<file path="src/hw/rtl/bhx_pkg.sv">
// Shared types, constants and functions of the BinHex 4.0 stream decoder.
package bhx_pkg;

	localparam logic [7:0] RUN_MARK  = 8'h90;
	localparam logic [7:0] CODE_DONE = 8'h7F;
	localparam logic [7:0] CODE_SKIP = 8'h7E;
	localparam logic [7:0] CODE_FAIL = 8'h7D;
	localparam logic [7:0] CHAR_COLON = 8'h3A;
	localparam logic [7:0] CHAR_CR = 8'h0D;
	localparam logic [15:0] CRC_POLY = 16'h1021;
	localparam int INFO_LEN = 20;
	localparam int MAX_RES = 4;
	localparam logic [31:0] TEXT_TYPE_RST = 32'h54455854;
	localparam int CFG_AW = 3;
	localparam int JOB_DEPTH = 4;
	localparam int RES_DEPTH = 4;

	// job opcodes between front and back
	localparam logic [1:0] JOB_FEED = 2'd0;
	localparam logic [1:0] JOB_FAIL = 2'd1;
	localparam logic [1:0] JOB_RESTART = 2'd2;

	// result kinds
	localparam logic [1:0] KIND_NAME = 2'd0;
	localparam logic [1:0] KIND_HDR = 2'd1;
	localparam logic [1:0] KIND_RUN = 2'd2;
	localparam logic [1:0] KIND_END = 2'd3;

	// end status codes
	localparam logic [2:0] ST_OK = 3'd0;
	localparam logic [2:0] ST_BAD_CHAR = 3'd1;
	localparam logic [2:0] ST_COLON = 3'd2;
	localparam logic [2:0] ST_HDR_CRC = 3'd3;
	localparam logic [2:0] ST_DATA_CRC = 3'd4;

	typedef struct packed {
		logic [1:0] op;
		logic [7:0] data;
		logic [7:0] count;
		logic [2:0] status;
	} job_t;

	typedef struct packed {
		logic [1:0] kind;
		logic [7:0] byte_value;
		logic [7:0] repeat_count;
		logic expand_crlf;
		logic from_resource;
		logic [31:0] fork_length;
		logic [2:0] status;
		logic last;
	} res_t;

	// map one encoded character to its 6-bit value or a control code
	function automatic logic [7:0] map_char(input logic [7:0] c);
		logic [7:0] v;
		v = CODE_FAIL;
		if (c >= 8'h21 && c <= 8'h2D) v = c - 8'h21;
		else if (c >= 8'h30 && c <= 8'h36) v = c - 8'h30 + 8'h0D;
		else if (c >= 8'h38 && c <= 8'h39) v = c - 8'h38 + 8'h14;
		else if (c >= 8'h40 && c <= 8'h4E) v = c - 8'h40 + 8'h16;
		else if (c >= 8'h50 && c <= 8'h56) v = c - 8'h50 + 8'h25;
		else if (c >= 8'h58 && c <= 8'h5B) v = c - 8'h58 + 8'h2C;
		else if (c >= 8'h60 && c <= 8'h66) v = c - 8'h60 + 8'h30;
		else if (c >= 8'h68 && c <= 8'h6D) v = c - 8'h68 + 8'h37;
		else if (c >= 8'h70 && c <= 8'h72) v = c - 8'h70 + 8'h3D;
		else if (c == 8'h0A || c == 8'h0D) v = CODE_SKIP;
		else if (c == CHAR_COLON) v = CODE_DONE;
		return v;
	endfunction

	// shift one byte into the augmented CRC-16, msb first
	function automatic logic [15:0] crc_byte(input logic [15:0] crc, input logic [7:0] b);
		logic [15:0] t;
		logic top;
		t = crc;
		for (int i = 0; i < 8; i++) begin
			top = t[15];
			t = {t[14:0], b[7 - i]};
			if (top) t = t ^ CRC_POLY;
		end
		return t;
	endfunction

endpackage

</file>
<file path="src/hw/rtl/bhx_fifo.sv">
// Small register FIFO used for the job queue and the result queue.
module bhx_fifo #(
	parameter int WIDTH = 8,
	parameter int DEPTH = bhx_pkg::JOB_DEPTH
) (
	input  logic             clk,
	input  logic             arst_n,
	input  logic             wr_en,
	input  logic [WIDTH-1:0] wr_data,
	output logic             full,
	input  logic             rd_en,
	output logic [WIDTH-1:0] rd_data,
	output logic             empty
);
	localparam int AW = (DEPTH > 1) ? $clog2(DEPTH) : 1;
	localparam int CW = $clog2(DEPTH + 1);

	logic [WIDTH-1:0] mem_q [DEPTH];
	logic [AW-1:0] wp_q, rp_q;
	logic [CW-1:0] cnt_q;
	logic do_wr, do_rd;

	assign full = (cnt_q == CW'(DEPTH));
	assign empty = (cnt_q == '0);
	assign do_wr = wr_en && !full;
	assign do_rd = rd_en && !empty;
	assign rd_data = mem_q[rp_q];

	// advance pointers and count
	always_ff @(posedge clk or negedge arst_n) begin
		if (!arst_n) begin
			wp_q <= '0;
			rp_q <= '0;
			cnt_q <= '0;
		end else begin
			if (do_wr) wp_q <= (wp_q == AW'(DEPTH - 1)) ? '0 : wp_q + 1'b1;
			if (do_rd) rp_q <= (rp_q == AW'(DEPTH - 1)) ? '0 : rp_q + 1'b1;
			if (do_wr && !do_rd) cnt_q <= cnt_q + 1'b1;
			else if (do_rd && !do_wr) cnt_q <= cnt_q - 1'b1;
		end
	end

	// store the item
	always_ff @(posedge clk) begin
		if (do_wr) mem_q[wp_q] <= wr_data;
	end
endmodule

</file>
<file path="src/hw/rtl/bhx_front.sv">
// Front end: colon search, character mapping, sextet packing and run marks.
module bhx_front (
	input  logic              clk,
	input  logic              arst_n,
	input  logic              in_take,
	input  logic              cmd,
	input  logic [7:0]        char_in,
	output logic              job_we,
	output bhx_pkg::job_t     job_d
);
	logic wait_q, done_q, run_q;
	logic [1:0] sx_q;
	logic [7:0] part_q, lastb_q;

	logic wait_d, done_d, run_d;
	logic [1:0] sx_d;
	logic [7:0] part_d, lastb_d;
	logic [7:0] v, data;
	logic have;

	// classify the item and build a job
	always_comb begin
		wait_d = wait_q;
		done_d = done_q;
		run_d = run_q;
		sx_d = sx_q;
		part_d = part_q;
		lastb_d = lastb_q;
		job_we = 1'b0;
		job_d = '0;
		v = bhx_pkg::map_char(char_in);
		data = '0;
		have = 1'b0;
		if (in_take) begin
			if (cmd) begin
				wait_d = 1'b1;
				done_d = 1'b0;
				run_d = 1'b0;
				sx_d = '0;
				part_d = '0;
				lastb_d = '0;
				job_we = 1'b1;
				job_d.op = bhx_pkg::JOB_RESTART;
			end else if (wait_q) begin
				if (char_in == bhx_pkg::CHAR_COLON) wait_d = 1'b0;
			end else if (!done_q && v != bhx_pkg::CODE_SKIP) begin
				if (v == bhx_pkg::CODE_DONE || v == bhx_pkg::CODE_FAIL) begin
					done_d = 1'b1;
					job_we = 1'b1;
					job_d.op = bhx_pkg::JOB_FAIL;
					job_d.status = (v == bhx_pkg::CODE_DONE) ? bhx_pkg::ST_COLON
						: bhx_pkg::ST_BAD_CHAR;
				end else begin
					case (sx_q)
						2'd0: begin
							part_d = {v[5:0], 2'b00};
							sx_d = 2'd1;
						end
						2'd1: begin
							data = part_q | (v >> 4);
							part_d = {v[3:0], 4'b0};
							sx_d = 2'd2;
							have = 1'b1;
						end
						2'd2: begin
							data = part_q | (v >> 2);
							part_d = {v[1:0], 6'b0};
							sx_d = 2'd3;
							have = 1'b1;
						end
						default: begin
							data = part_q | v;
							sx_d = 2'd0;
							have = 1'b1;
						end
					endcase
					if (have) begin
						if (!run_q) begin
							if (data == bhx_pkg::RUN_MARK) run_d = 1'b1;
							else begin
								lastb_d = data;
								job_we = 1'b1;
								job_d.op = bhx_pkg::JOB_FEED;
								job_d.data = data;
								job_d.count = 8'd1;
							end
						end else begin
							run_d = 1'b0;
							if (data == 8'd0) begin
								lastb_d = bhx_pkg::RUN_MARK;
								job_we = 1'b1;
								job_d.op = bhx_pkg::JOB_FEED;
								job_d.data = bhx_pkg::RUN_MARK;
								job_d.count = 8'd1;
							end else if (data != 8'd1) begin
								job_we = 1'b1;
								job_d.op = bhx_pkg::JOB_FEED;
								job_d.data = lastb_q;
								job_d.count = data - 8'd1;
							end
						end
					end
				end
			end
		end
	end

	// hold front state
	always_ff @(posedge clk or negedge arst_n) begin
		if (!arst_n) begin
			wait_q <= 1'b1;
			done_q <= 1'b0;
			run_q <= 1'b0;
			sx_q <= '0;
			part_q <= '0;
			lastb_q <= '0;
		end else begin
			wait_q <= wait_d;
			done_q <= done_d;
			run_q <= run_d;
			sx_q <= sx_d;
			part_q <= part_d;
			lastb_q <= lastb_d;
		end
	end
endmodule

</file>
<file path="src/hw/rtl/bhx_back.sv">
// Back end: byte parser, CRC checks, run merging and result framing.
module bhx_back (
	input  logic              clk,
	input  logic              arst_n,
	input  logic [31:0]       text_type,
	input  logic              job_empty,
	input  bhx_pkg::job_t     job,
	output logic              job_pop,
	input  logic              out_full,
	output logic              out_we,
	output bhx_pkg::res_t     out_d
);
	localparam logic [2:0] S_IDLE = 3'd0;
	localparam logic [2:0] S_FEED = 3'd1;
	localparam logic [2:0] S_CHK1 = 3'd2;
	localparam logic [2:0] S_CHK2 = 3'd3;
	localparam logic [2:0] S_END = 3'd4;

	localparam logic [2:0] P_NAME = 3'd0;
	localparam logic [2:0] P_INFO = 3'd1;
	localparam logic [2:0] P_DATA = 3'd2;
	localparam logic [2:0] P_DCRC = 3'd3;
	localparam logic [2:0] P_RZ = 3'd4;
	localparam logic [2:0] P_RCRC = 3'd5;
	localparam logic [2:0] P_DONE = 3'd6;

	localparam int NW = $clog2(bhx_pkg::MAX_RES + 1);

	logic [2:0] st_q, st_d, ph_q, ph_d;
	logic [15:0] crc_q, crc_d, rx_q, rx_d;
	logic [4:0] idx_q, idx_d;
	logic [31:0] left_q, left_d, rlen_q, rlen_d;
	logic xlat_q, xlat_d, hdr_q, hdr_d;
	logic [7:0] cnt_q, cnt_d, byte_q, byte_d;
	bhx_pkg::res_t pend_q, pend_d;
	logic pv_q, pv_d;
	logic [NW-1:0] nout_q, nout_d;
	logic [7:0] info_q [bhx_pkg::INFO_LEN];
	logic info_we;
	logic [4:0] idx_next;
	logic [15:0] crc_z;
	logic crc_ok;

	logic adv;
	logic off_v, off_m;
	bhx_pkg::res_t off_r;
	logic [31:0] type_w, len_w, res_w;

	assign adv = !out_full;
	assign type_w = {info_q[0], info_q[1], info_q[2], info_q[3]};
	assign len_w = {info_q[10], info_q[11], info_q[12], info_q[13]};
	assign res_w = {info_q[14], info_q[15], info_q[16], info_q[17]};
	assign idx_next = idx_q + 5'd1;
	assign crc_z = bhx_pkg::crc_byte(crc_q, 8'h00);
	assign crc_ok = (crc_z == rx_q);

	// step the parser, one decoded byte or check step per cycle while the result queue has room
	always_comb begin
		st_d = st_q; ph_d = ph_q; crc_d = crc_q; rx_d = rx_q; idx_d = idx_q;
		left_d = left_q; rlen_d = rlen_q; xlat_d = xlat_q; hdr_d = hdr_q;
		cnt_d = cnt_q; byte_d = byte_q; pend_d = pend_q; pv_d = pv_q; nout_d = nout_q;
		job_pop = 1'b0;
		info_we = 1'b0;
		off_v = 1'b0;
		off_m = 1'b0;
		off_r = '0;
		out_we = 1'b0;
		out_d = pend_q;
		out_d.last = 1'b0;
		if (adv) begin
			case (st_q)
				S_IDLE: begin
					if (!job_empty) begin
						job_pop = 1'b1;
						case (job.op)
							bhx_pkg::JOB_RESTART: begin
								ph_d = P_NAME; crc_d = '0; rx_d = '0; idx_d = '0;
								left_d = '0; rlen_d = '0; xlat_d = 1'b0;
							end
							bhx_pkg::JOB_FAIL: begin
								if (ph_q != P_DONE) begin
									off_v = 1'b1;
									off_r.kind = bhx_pkg::KIND_END;
									off_r.status = job.status;
									ph_d = P_DONE;
								end
								st_d = S_END;
							end
							default: begin
								byte_d = job.data;
								cnt_d = job.count;
								st_d = S_FEED;
							end
						endcase
					end
				end
				S_FEED: begin
					if (cnt_q == 8'd0 || ph_q == P_DONE) st_d = S_END;
					else begin
						cnt_d = cnt_q - 8'd1;
						case (ph_q)
							P_NAME: begin
								crc_d = bhx_pkg::crc_byte(crc_q, byte_q);
								if (byte_q != 8'd0) begin
									off_v = 1'b1; off_m = 1'b1;
									off_r.kind = bhx_pkg::KIND_NAME;
									off_r.byte_value = byte_q;
									off_r.repeat_count = 8'd1;
								end else begin
									ph_d = P_INFO;
									idx_d = '0;
								end
							end
							P_INFO: begin
								info_we = (idx_q < 5'(bhx_pkg::INFO_LEN));
								idx_d = idx_next;
								if (idx_next <= 5'd18) crc_d = bhx_pkg::crc_byte(crc_q, byte_q);
								if (idx_next >= 5'(bhx_pkg::INFO_LEN)) begin
									rx_d = {info_q[18], byte_q};
									hdr_d = 1'b1;
									st_d = S_CHK1;
								end
							end
							P_DATA, P_RZ: begin
								if (left_q != '0) begin
									off_v = 1'b1; off_m = 1'b1;
									off_r.kind = bhx_pkg::KIND_RUN;
									off_r.byte_value = byte_q;
									off_r.repeat_count = 8'd1;
									off_r.from_resource = (ph_q == P_RZ);
									off_r.expand_crlf = xlat_q && (byte_q == bhx_pkg::CHAR_CR);
									crc_d = bhx_pkg::crc_byte(crc_q, byte_q);
									left_d = left_q - 32'd1;
								end else begin
									rx_d = {byte_q, 8'h00};
									ph_d = (ph_q == P_DATA) ? P_DCRC : P_RCRC;
								end
							end
							P_DCRC, P_RCRC: begin
								rx_d = {rx_q[15:8], byte_q};
								hdr_d = 1'b0;
								st_d = S_CHK1;
							end
							default: ;
						endcase
					end
				end
				S_CHK1: begin
					crc_d = crc_z;
					st_d = S_CHK2;
				end
				S_CHK2: begin
					crc_d = '0;
					st_d = S_FEED;
					if (!crc_ok) begin
						off_v = 1'b1;
						off_r.kind = bhx_pkg::KIND_END;
						off_r.status = hdr_q ? bhx_pkg::ST_HDR_CRC : bhx_pkg::ST_DATA_CRC;
						ph_d = P_DONE;
					end else if (hdr_q) begin
						xlat_d = (type_w == text_type);
						left_d = len_w;
						rlen_d = res_w;
						off_v = 1'b1;
						off_r.kind = bhx_pkg::KIND_HDR;
						off_r.expand_crlf = (type_w == text_type);
						off_r.fork_length = len_w;
						ph_d = P_DATA;
					end else if (ph_q == P_DCRC && len_w == '0) begin
						left_d = rlen_q;
						ph_d = P_RZ;
					end else begin
						off_v = 1'b1;
						off_r.kind = bhx_pkg::KIND_END;
						off_r.status = bhx_pkg::ST_OK;
						ph_d = P_DONE;
					end
				end
				S_END: begin
					if (pv_q) begin
						out_we = 1'b1;
						out_d.last = 1'b1;
					end
					pv_d = 1'b0;
					nout_d = '0;
					st_d = S_IDLE;
				end
				default: st_d = S_IDLE;
			endcase

			// merge into the pending result, or flush it and start a new one, up to MAX_RES per job
			if (off_v) begin
				if (off_m && pv_q && pend_q.kind == off_r.kind &&
					pend_q.byte_value == off_r.byte_value &&
					pend_q.from_resource == off_r.from_resource &&
					pend_q.repeat_count != 8'd255) begin
					pend_d.repeat_count = pend_q.repeat_count + 8'd1;
				end else if (nout_q < NW'(bhx_pkg::MAX_RES)) begin
					out_we = pv_q;
					pend_d = off_r;
					pv_d = 1'b1;
					nout_d = nout_q + 1'b1;
				end
			end
		end
	end

	// hold parser state
	always_ff @(posedge clk or negedge arst_n) begin
		if (!arst_n) begin
			st_q <= S_IDLE; ph_q <= P_NAME; crc_q <= '0; rx_q <= '0; idx_q <= '0;
			left_q <= '0; rlen_q <= '0; xlat_q <= 1'b0; hdr_q <= 1'b0;
			cnt_q <= '0; pv_q <= 1'b0; nout_q <= '0;
		end else begin
			st_q <= st_d; ph_q <= ph_d; crc_q <= crc_d; rx_q <= rx_d; idx_q <= idx_d;
			left_q <= left_d; rlen_q <= rlen_d; xlat_q <= xlat_d; hdr_q <= hdr_d;
			cnt_q <= cnt_d; pv_q <= pv_d; nout_q <= nout_d;
		end
	end

	// payload registers
	always_ff @(posedge clk) begin
		byte_q <= byte_d;
		pend_q <= pend_d;
		if (adv && info_we) info_q[idx_q] <= byte_q;
	end
endmodule

</file>
<file path="src/hw/rtl/binhex4_stream_decoder.sv">
// Top level of the BinHex 4.0 stream decoder: config register, queues, front and back.
// An item passes through the front, the job queue, the back and the result queue before
// its results reach the result ports; a CRC check adds the S_CHK1 and S_CHK2 steps.
// Throughput: the front takes one item per cycle while the job queue has room; the back
// takes one job at a time and stalls while the result queue is full.
// Reset (arst_n low) clears all control state and sets the text type to "TEXT".
module binhex4_stream_decoder #(
	parameter int JOB_DEPTH = bhx_pkg::JOB_DEPTH,
	parameter int RES_DEPTH = bhx_pkg::RES_DEPTH
) (
	input  logic                     clk,
	input  logic                     arst_n,
	input  logic                     push,
	output logic                     full,
	input  logic                     cmd,
	input  logic [7:0]               char_in,
	output logic                     empty,
	input  logic                     pop,
	output logic [1:0]               kind,
	output logic [7:0]               byte_value,
	output logic [7:0]               repeat_count,
	output logic                     expand_crlf,
	output logic                     from_resource,
	output logic [31:0]              fork_length,
	output logic [2:0]               status,
	output logic                     last,
	input  logic                     psel,
	input  logic                     penable,
	input  logic                     pwrite,
	input  logic [bhx_pkg::CFG_AW-1:0] paddr,
	input  logic [31:0]              pwdata,
	output logic [31:0]              prdata,
	output logic                     pready
);
	logic [31:0] type_q;
	logic job_we, job_full, job_empty, job_pop, res_we, res_full;
	bhx_pkg::job_t job_wd, job_rd;
	bhx_pkg::res_t res_wd, res_rd;

	assign pready = 1'b1;
	assign prdata = (paddr[2] == 1'b0) ? type_q : '0;
	assign full = job_full;

	// write the text type register
	always_ff @(posedge clk or negedge arst_n) begin
		if (!arst_n) type_q <= bhx_pkg::TEXT_TYPE_RST;
		else if (psel && penable && pwrite && pready && paddr[2] == 1'b0) type_q <= pwdata;
	end

	bhx_front u_front (
		.clk(clk), .arst_n(arst_n), .in_take(push && !job_full),
		.cmd(cmd), .char_in(char_in), .job_we(job_we), .job_d(job_wd)
	);

	bhx_fifo #(.WIDTH($bits(bhx_pkg::job_t)), .DEPTH(JOB_DEPTH)) u_jobq (
		.clk(clk), .arst_n(arst_n), .wr_en(job_we), .wr_data(job_wd), .full(job_full),
		.rd_en(job_pop), .rd_data(job_rd), .empty(job_empty)
	);

	bhx_back u_back (
		.clk(clk), .arst_n(arst_n), .text_type(type_q), .job_empty(job_empty),
		.job(job_rd), .job_pop(job_pop), .out_full(res_full), .out_we(res_we),
		.out_d(res_wd)
	);

	bhx_fifo #(.WIDTH($bits(bhx_pkg::res_t)), .DEPTH(RES_DEPTH)) u_resq (
		.clk(clk), .arst_n(arst_n), .wr_en(res_we), .wr_data(res_wd), .full(res_full),
		.rd_en(pop), .rd_data(res_rd), .empty(empty)
	);

	assign kind = res_rd.kind;
	assign byte_value = res_rd.byte_value;
	assign repeat_count = res_rd.repeat_count;
	assign expand_crlf = res_rd.expand_crlf;
	assign from_resource = res_rd.from_resource;
	assign fork_length = res_rd.fork_length;
	assign status = res_rd.status;
	assign last = res_rd.last;
endmodule

</file>
<file path="config.mk">
export PLATFORM = sky130hd
export DESIGN_NAME = binhex4_stream_decoder
export DESIGN_NICKNAME = d
export VERILOG_FILES = /design/src/hw/rtl/bhx_pkg.sv /design/src/hw/rtl/bhx_fifo.sv /design/src/hw/rtl/bhx_front.sv /design/src/hw/rtl/bhx_back.sv /design/src/hw/rtl/binhex4_stream_decoder.sv
export SDC_FILE = /design/constraint.sdc
export NUM_CORES = 1
export LEC_CHECK = 0
export ABC_AREA = 1
export ABC_CLOCK_PERIOD_IN_PS = 6000
export BUFFER_PORTS_ARGS = -buffer_cell sky130_fd_sc_hd__buf_2
export CAP_MARGIN = 15
export CORE_ASPECT_RATIO = 0.7
export CORE_MARGIN = 4
export CORE_UTILIZATION = 60
export DETAILED_ROUTE_END_ITERATION = 12
export MAX_ROUTING_LAYER = met4
export PLACE_DENSITY = 0.82
export SLEW_MARGIN = 20
export SYNTH_ARGS = -nofsm -noshare
export SYNTH_HDL_FRONTEND = slang
export SYNTH_SLANG_ARGS = --single-unit
</file>
<file path="constraint.sdc">
create_clock -name clk -period 6 [get_ports clk]
set_clock_uncertainty 0.05 [all_clocks]
set_input_delay 1.5 -clock clk [delete_from_list [all_inputs] [get_ports clk]]
set_output_delay 1.5 -clock clk [all_outputs]
set_load 0.1 [all_outputs]
</file>
# Word-level counts from Yosys, hierarchy flattened
# Memory sizes are Yosys's and may differ from the RTL's.
# Cells that the tools add are included.
# word_totals
reg_bits,251
ramBits,468
out_inout_bits,91
n_memories,3
# classes
add_sub_neg,31
order_cmp,22
n_eq_ne,66
n_mux,348
bitwise,39
n_reduce_logical,86
# memory_table
memory,words,word_bits,read_ports,rd_clocked_by_memory_dff,write_ports,line,rtl
u_resq.mem_q,4,56,1,0,1,bhx_fifo.sv:18,logic [WIDTH-1:0] mem_q [DEPTH];
u_back.info_q,20,8,13,0,1,bhx_back.sv:38,logic [7:0] info_q [bhx_pkg::INFO_LEN];
u_jobq.mem_q,4,21,1,0,1,bhx_fifo.sv:18,
# op_table
operator,count
$mux W16,113
$mux W32,14
$mux W13,30
$mux W8,31
$pmux W16 S3,2
$pmux W32 S3,1
$not A3 Y3,30
$mux W1,75
$mux W3,25
$pmux W16 S4,1
$pmux W32 S2,1
$mux W21,3
$ge A8 B7 Y1 const B,6
$le A8 B7 Y1 const B,6
$pmux W8 S3,2
$sub A8 B7 Y8 const B,6
$mux W46,1
$mux W2,21
$add A8 B6 Y8 const B,5
$mux W20,2
$mux W18,2
$pmux W18 S2,1
$eq A32 B32 Y1,1
$logic_not A32 Y1,1
74 further kinds,212

# Depth between registers and ports, before layout
# Gate-level depths: netlist of run 1.
# depth
ltp_word,55
depth_mapped,37

# By module
# A second synthesis of run 1 with hierarchy kept.
# unflattened
hier_cells,3500
area_unflattened_um2,33274.4
# modules_own_cells
module,instances,cells_each,area_each_um2,seq_area_each_um2
bhx_back,1,1621,14387.5,8042.7
bhx_fifo at u_resq,1,714,9696.8,6901.6
bhx_fifo at u_jobq,1,306,3965.1,2697.6
bhx_front,1,645,3616.0,476.7
binhex4_stream_decoder,1,214,1609.0,815.8

# Least setup slack after synthesis of run 1
# Ideal clock, no wire load.
# synth_timing
path_kind,in2reg
from,input char_in[2]
to,"memory u_jobq.mem_q[0][0] (netlist bit), enable pin"
setup_ps,397
arrival_ps,5133
t_required_ps,5553
path_slack_ps,420
stages,20
path_buffers,1
path_cell_list,buf_2 inv_1 ha_1 nand3_1 o21ai_1 nand2_2 o211ai_1 o21ai_0 a21oi_1 o21ai_0 nand2_1 inv_1 o21ai_0 ha_1 nand3_2 nand4_1 nand2_1 nand2_1 nand2_2 nor2_1
# synth_via
elab_chain_cells,32
elab_cells_between_ends,89
cone_classes,17 x add/sub; 18 x order compare; 8 x eq/ne; 29 x mux; 3 x bitwise; 14 x reduce/logical
# synth_rtl
element,line,rtl
"start, declared",binhex4_stream_decoder.sv:16,"input logic [7:0] char_in,"
branches (longest 11 deep; another with $sub A8 B7 Y8),n/a,
$mux W8 *,bhx_pkg.sv:58,if (c >= 8'h21 && c <= 8'h2D) v = c - 8'h21;
$or A8 B8 Y8,bhx_front.sv:72,data = part_q | v;
$pmux W8 S3,bhx_front.sv:54,case (sx_q)
$mux W8,bhx_front.sv:47,if (v == bhx_pkg::CODE_DONE || v == bhx_pkg::CODE_FAIL) begin
$mux W8,bhx_front.sv:46,end else if (!done_q && v != bhx_pkg::CODE_SKIP) begin
$mux W8,bhx_front.sv:44,end else if (wait_q) begin
$mux W8,bhx_front.sv:35,if (cmd) begin
[6 not listed],n/a,
$mux W1,bhx_front.sv:47,
$mux W1 *,bhx_front.sv:46,
$mux W1 *,bhx_front.sv:44,
$mux W1 *,bhx_front.sv:35,
$mux W1 *,bhx_front.sv:34,if (in_take) begin
$logic_and A1 B1 Y1 *,bhx_fifo.sv:25,assign do_wr = wr_en && !full;
$mux W1 *,bhx_fifo.sv:45,if (do_wr) mem_q[wp_q] <= wr_data;
$mux W1 (implied by the code) *,bhx_fifo.sv:45,
"end, declared",bhx_fifo.sv:18,
# Every way passes the cells marked *. The select of a mux whose other input is x is not followed.

# Worst setup path after layout of run 1
# layout_timing
from,input char_in[2]
to,register u_jobq.cnt_q[2]
# layout_via
elab_chain_cells,33
elab_cells_between_ends,92
cone_classes,17 x add/sub; 18 x order compare; 8 x eq/ne; 28 x mux; 3 x bitwise; 18 x reduce/logical
# layout_rtl
element,line,rtl
branches (longest 11 deep; another with $sub A8 B7 Y8),n/a,
$mux W8 *,bhx_pkg.sv:58,
$or A8 B8 Y8,bhx_front.sv:72,
$pmux W8 S3,bhx_front.sv:54,
$mux W8,bhx_front.sv:47,
$mux W8,bhx_front.sv:46,
$mux W8,bhx_front.sv:44,
$mux W8,bhx_front.sv:35,
[8 not listed],n/a,
$mux W1 *,bhx_front.sv:44,
$mux W1 *,bhx_front.sv:35,
$mux W1 *,bhx_front.sv:34,
$logic_and A1 B1 Y1 *,bhx_fifo.sv:25,
named net u_jobq.do_wr,bhx_fifo.sv:21,"logic do_wr, do_rd;"
$logic_not A1 Y1,bhx_fifo.sv:39,else if (do_rd && !do_wr) cnt_q <= cnt_q - 1'b1;
$logic_and A1 B1 Y1,bhx_fifo.sv:39,
$reduce_bool A2 Y1 (no source line),n/a,
"end signal, assigned",bhx_fifo.sv:38,if (do_wr && !do_rd) cnt_q <= cnt_q + 1'b1;
"end signal, assigned",bhx_fifo.sv:39,
"end, declared",bhx_fifo.sv:20,logic [CW-1:0] cnt_q;
# Mark *: on every way through the listed nets, which the timed path passes. The select of a mux whose other input is x is not followed.
# A chain may end at the register's enable or synchronous reset.

==> results.yml, run 1 <==
run_status:
  status: "complete, no violations"
logic_synthesis:
  synth_cells: 3058
  seq_area_frac_synth: 0.6132
  synth_fp_nets: 3158
  ys_async_sr_fraction: 0.2831
  synth_cell_type_count: 71
  synth_area_leaders: "edfxtp_1, dfrtp_1, nor2_1, o21ai_0, nand2_1"
  yosysTopAreaCell: "edfxtp_1"
  ys_warn_count: 0
  synth_seq_cells: 657
  yosysTopAreaCellShare: 0.4609
  synth_area_per_cell_um2: 10.03
  synth_edf_count: 471
  synth_area_mm2: 0.03068
  synth_top_flop_cell: "edfxtp_1"
clocking:
  clkLatencyLatePin_ps: 650
  htree_levels: 2
  post_cts_buffers: 0
  cts_root_buf: "clkbuf_16"
  cts_resized: 0
  cts_buffer_depth: 3
  cts_sinks: 657
  cts_hold_buf: 0
  tritoncts: "done"
  numCtsBuffers: 58
  clkTransAtPathRegs_ps: 70
power_and_ir_drop:
  ir_drop_mv: 0.5166
  power.density_mw_per_mm2: 555.5
  p_leak_nw: 13.80
timing:
  setup_tns_ps: 0
  fmaxAchievable_mhz: 189.7
  rsz0062_at_grt: "no"
  finalMaxSlewViolations: 0
  hold_violations: 0
  tightest_slew_ps: 1094
  post-route-period-util: 0.8785
  fin_crit_ps: 5271
  slew_headroom: 0.2695
  setup_viol: 0
global_routing:
  gr-usage-met3: 0.04301
  grt_pass1_wl_um: 121200
  overflow: 0
  antenna_found_initial: 2
  use_met1: 0.4003
  grt_pass1_vias: 22740
  busiest_layer: "met2"
  grt_max_degree: 115
  grt_usage: 0.2841
  use_met2: 0.4345
detailed_routing:
  drt-pass1-iter-count: 8
  num_vias: 23560
  wl_per_cell_um: 19.43
  drc_errors: 0
  first_iter_violations: 3129
  vias_per_cell: 5.944
  wl_um: 77030
  antenna_left: 0
die:
  die_w_um: 278.3
  start_util: 0.6055
  coreArea_mm2: 0.05068
  row_count: 69
  dieArea_mm2: 0.05488
  die_height_um: 197.2
  ios: 142
critical_path:
  cp_max_fo: 6
  cp_data_arrival_time_ps: 5720
  path_depth: 28
  critPathRequiredTime_ps: 6450
  reg2regPathDepth: 22
  critPathTopFamily: "adder cells"
  worstSetupPathType: "in -> reg"
  cp-start-kind: "input port"
  endpoint_kind: "register"
  max_stage_delay_ps: 440
  worst_path_max_delay_cell: "fa_1"
  cp.buffers_inverters: 5
cells_and_area:
  drive_gt1_frac: 0.1381
  mostFrequentLayoutCells: "edfxtp_1, nor2_1, nand2_1"
  layout_commonest_cell: "edfxtp_1"
  syn_to_final_growth_pct: 12.79
  fin_nets: 3338
  final_core_util: 0.6829
place:
  hpwl_um: 50280
  place.gp.congestion: 0.9766
  port_buffers: 138
run:
  maxCapViolCount: 0
hold_path:
  hold_path_class: "reg -> reg"
  hold_depth: 2
-- kinds of logic (layout without fill, tap and decap cells) --
logic type               after synthesis  after routing  share of synthesized area
flip-flops                           657            657                     0.6132
multiplexers                           3              3                   0.001101
XOR/XNOR                              83             83                    0.02369
AO/OA/AOI/OAI                        641            641                     0.1180
adder cells (fa/ha/maj)               49             49                    0.02047
buffers and inverters                455            685                    0.05868
other                                  1              3                  0.0001222
AND/OR/NAND/NOR                     1169           1169                     0.1647
-- synth_stat cells, types with 26 or more instances --
cell and n:
edfxtp_1 471, nand4_1 27, xor2_1 62, dfrtp_1 173
clkbuf_1 101, o22ai_1 84, nand3_1 160, nor2_1 463
inv_1 306, o21ai_0 327, nor3_1 26, ha_1 47
a21oi_1 99, nand2_1 393, a31oi_1 31
-- sequential cells by signal, summed over array words and instances, names as in the netlist, 8 cells and up --
name and flops:
u_back.cnt_q 8, u_back.out_d 55, u_back.byte_q 8, u_back.rlen_q 32, type_q 32, u_jobq.mem_q 80
u_back.left_q 32, u_back.rx_q 16, u_resq.mem_q 224, u_back.crc_q 16, u_front.lastb_q 8, u_back.info_q 104
-- worst paths after layout --
path	startpoint	endpoint	slack (ps)
min in group asynchronous	arst_n	u_front.part_q[3]$_DFFE_PN0P_	800
setup / recovery	char_in[2]	u_jobq.cnt_q[2]$_DFFE_PN0P_	730
max in group asynchronous	arst_n	type_q[8]$_DFFE_PN0P_	3800
hold reg to reg	u_back.info_q[16][3]$_DFFE_PP_	u_back.rlen_q[11]$_DFFE_PN0P_	430
setup reg to reg	u_jobq.rp_q[0]$_DFFE_PN0P_	u_resq.cnt_q[1]$_DFFE_PN0P_	1130
hold / removal	u_back.info_q[16][3]$_DFFE_PP_	u_back.rlen_q[11]$_DFFE_PN0P_	430
-- report_power, final --
| group | leakage, nW | internal (mW) | total [mW] | switching [mW] |
|---|---|---|---|---|
| sequential | 6.59 | 6.09 | 6.75 | 0.662 |
| combinational | 6.27 | 2.06 | 8.70 | 6.64 |
| clock | 0.938 | 2.09 | 3.78 | 1.68 |
-- worst register-to-register path, cell delays in order, from the launching register on --
cell and delay [ps]:
dfrtp_1 360, buf_4 270, inv_1 460, nand2_1 100
a32oi_1 300, ha_1 280, inv_1 70, nor2_1 200
inv_1 70, nor3_1 360, nor2_1 110, nand2_1 130
nor2_1 80, nor2_1 110, nand4_1 190, nand3_1 150
nand2_1 100, nand2_2 250, inv_2 110, ha_1 200
inv_1 100, fa_1 420, mux2_2 280
-- metrics by stage --
stage / hold slack [ps] / setup WS, ps / area, um2 / std cells / total power, mW
3_3_place_gp: 412.1 / 241.2 / 32640 / 3851 / 14.96
4_1_cts: 431.4 / 870.9 / 34580 / 3961 / 19.11
3_5_place_dp: 418.7 / 271.0 / 32640 / 3851 / 15.28
2_1_floorplan: 404.0 / 420.2 / 30680 / 3058 / 13.10
5_1_grt: 446.8 / 360.4 / 34610 / 3964 / 20.22
6_report: 427.8 / 729.0 / 34610 / 3964 / 19.23
-- final cells by class --
cell class	count	area, um2
clock inverter	38	404.1
antenna	2	5.005
fill	3541	16070
multi-input combinational	1946	10120
inverter	328	1239
timing repair buffer	247	1647
clock buffer	72	1534
sequential	657	18820
tap	674	843.3
-- routing by layer --
layer / share of wire / up-vias
met3: 0.091 / 190
li1: - / 10850
met5: 0 / -
met1: 0.42 / 11270
met2: 0.46 / 1248
met4: 0.031 / 0
No activity file was read; power rests on OpenSTA's default activity.
==> inputs of run 2 (changes only) <==
==> constraint.sdc (replaced) <==
create_clock -name clk -period 6 [get_ports clk]
set_clock_uncertainty 0.05 [all_clocks]
set_input_delay 0.9 -clock clk [delete_from_list [all_inputs] [get_ports clk]]
set_output_delay 0.9 -clock clk [all_outputs]
set_load 0.1 [all_outputs]
==> run 2 against run 1 <==
  * Clock power is 2% lower
  * Power fell by 0.92%
  * Setup slack improved by 370 ps
  * Routed wire length increased by 0.72%
  * Combinational power is 1% lower
  * Sequential power about the same
  * Non-clock buffer count is 54 lower
  * Sequential share of layout area grew 0.82 points
  * Worst hold slack lost 220 ps
  * Global-route usage barely moved
  * Largest cell class unchanged
==> results.yml, run 2 (synthesis gave the netlist of run 1 again) <==
place:
  place_area_mm2: 0.03218
  place.gp.congestion: 0.9193
  hpwl_um: 49940
  port_buffers: 138
timing:
  hold_violations: 0
  finalMaxSlewViolations: 0
  tightest_slew_ps: 1014
  setup_viol: 0
  fmaxAchievable_mhz: 204.0
  slew_headroom: 0.3216
  rsz0062_at_grt: "no"
  post-route-period-util: 0.8171
  setup_tns_ps: 0
  fin_crit_ps: 4902
cells_and_area:
  layout_commonest_cell: "edfxtp_1"
  reg.largest.list: "u_resq.mem_q: 224 flops, u_back.info_q: 104 flops, u_jobq.mem_q: 80 flops"
  mostFrequentLayoutCells: "edfxtp_1, nor2_1, nand2_1"
  largest-register: "u_resq.mem_q"
  fin_area_mm2: 0.03410
  drive_gt1_frac: 0.1228
  fin_nets: 3284
  syn_to_final_growth_pct: 11.12
  num_antenna_cells: 0
  largest_register_ffs: 224
critical_path:
  reg2regPathDepth: 21
  endpoint_kind: "register"
  critPathRequiredTime_ps: 6470
  crit_end: "u_jobq.cnt_q[2]$_DFFE_PN0P_"
  cp_data_arrival_time_ps: 5370
  r2r-start: "u_back.left_q[0]$_DFFE_PN0P_"
  crit_top_cell: "nand2_1"
  r2r_end: "u_resq.cnt_q[1]$_DFFE_PN0P_"
  max_stage_delay_ps: 490
  worstSetupPathType: "in -> reg"
  worst_path_max_delay_cell: "ha_1"
  cp-startpoint: "char_in[3]"
  worst-r2r-setup-slack_ps: 1120
  cp-start-kind: "input port"
  cp_max_fo: 13
hold_path:
  hold_path_class: "in -> async"
power_and_ir_drop:
  p_sw_frac: 0.4709
  pwr-share-clk: 0.195
  p_sw_mw: 8.969
  intPower_mw: 10.08
  ir_drop_mv: 0.5111
  p_leak_nw: 13.52
  p_total_mw: 19.05
  power.density_mw_per_mm2: 558.7
  pwr-share-seq: 0.354
  p_comb_frac: 0.452
detailed_routing:
  drc_errors: 0
  wl_um: 77580
  wl_per_cell_um: 19.86
  vias_per_cell: 5.984
  antenna_left: 0
  first_iter_violations: 2913
  drt-pass1-iter-count: 7
  num_vias: 23380
global_routing:
  grt_max_degree: 115
  grt_usage: 0.2837
  grt_pass1_vias: 22340
  grt_pass1_wl_um: 120700
  antenna_found_initial: 0
  overflow: 0
clocking:
  post_cts_buffers: 0
  clkTransAtPathRegs_ps: 70
  cts_root_buf: "clkbuf_16"
  numCtsBuffers: 58
  clkLatencyLatePin_ps: 650
  cts_resized: 0
  htree_levels: 2
  tritoncts: "done"
  cts_buffer_depth: 3
  cts_sinks: 657
  cts_hold_buf: 0
die:
  coreArea_mm2: 0.05068
  die_w_um: 278.3
  ios: 142
  dieArea_mm2: 0.05488
  row_count: 69
  die_height_um: 197.2
  start_util: 0.6055
run:
  maxCapViolCount: 0
run_status:
  status: "complete, no violations"
-- run 2: changes by cell type in the layout (fill, tap and decap cells not counted), moves of 2 or more --
cell | previous run | this run
clkinvlp_4 | 4 | 1
buf_12 | 10 | 5
diode_2 | 2 | 0
buf_4 | 98 | 49
clkinv_1 | 14 | 16
clkbuf_8 | 4 | 2
clkinv_2 | 11 | 14
-- run 2: layer usage --
layer	global-route usage	part of all wire	wire, um
met3	0.03958	0.083	6456
met2	0.4353	0.46	36020
met4	0.07749	0.027	2082
met1	0.4051	0.43	33020
met5	-	0	0
-- run 2: power by group through the flow --
stage / logic [mW] / registers [mW] / clock network, mW
floorplan: 6.46 / 6.64 / 0
global placement: 8.15 / 6.72 / 0
detailed placement: 8.40 / 6.79 / 0
CTS: 8.48 / 6.71 / 3.74
global route: 9.25 / 6.82 / 3.95
finish: 8.60 / 6.74 / 3.71
-- run 2: worst max-delay path: cells and delay by family --
family	cells	cell delay, ps
simple gates	13	1340
buf+inv	5	710
xor+xnor	1	150
fa+ha+maj	4	1360
compound gates	6	930
-- run 2: worst min path at each step --
stage | startpoint | end | cells past startpoint
final | arst_n | u_front.part_q[6]$_DFFE_PN0P_ | 1
after global routing | arst_n | u_front.part_q[6]$_DFFE_PN0P_ | 1
after CTS | arst_n | u_front.part_q[6]$_DFFE_PN0P_ | 1
after detailed placement | u_back.info_q[15][2]$_DFFE_PP_ | u_back.rlen_q[18]$_DFFE_PN0P_ | 2
after global placement | u_back.info_q[17][5]$_DFFE_PP_ | u_back.rlen_q[5]$_DFFE_PN0P_ | 2
after floorplan | u_front.wait_q$_DFFE_PN1P_ | u_front.wait_q$_DFFE_PN1P_ | 2
-- run 2: cell type report --
class                           count  area, um2
Sequential cell                   657      18820
Fill cell                        3589      16580
Multi-Input combinational cell   1946      10120
Clock buffer                       69       1503
Inverter                          328       1239
Timing Repair Buffer              193       1195
Tap cell                          674      843.3
Clock inverter                     39      377.9
-- run 2: stage by stage --
step | cells | worst slack, ps | hold slack [ps] | utilization
floorplan | 3058 | 540.4 | 404.0 | -
global placement | 3797 | 536.5 | 412.1 | 0.6351
detailed placement | 3797 | 503.3 | 418.4 | 0.6351
CTS | 3905 | 1190 | 226.3 | 0.6722
global route | 3906 | 573.2 | 252.4 | 0.6728
finish | 3906 | 1098 | 209.4 | 0.6728
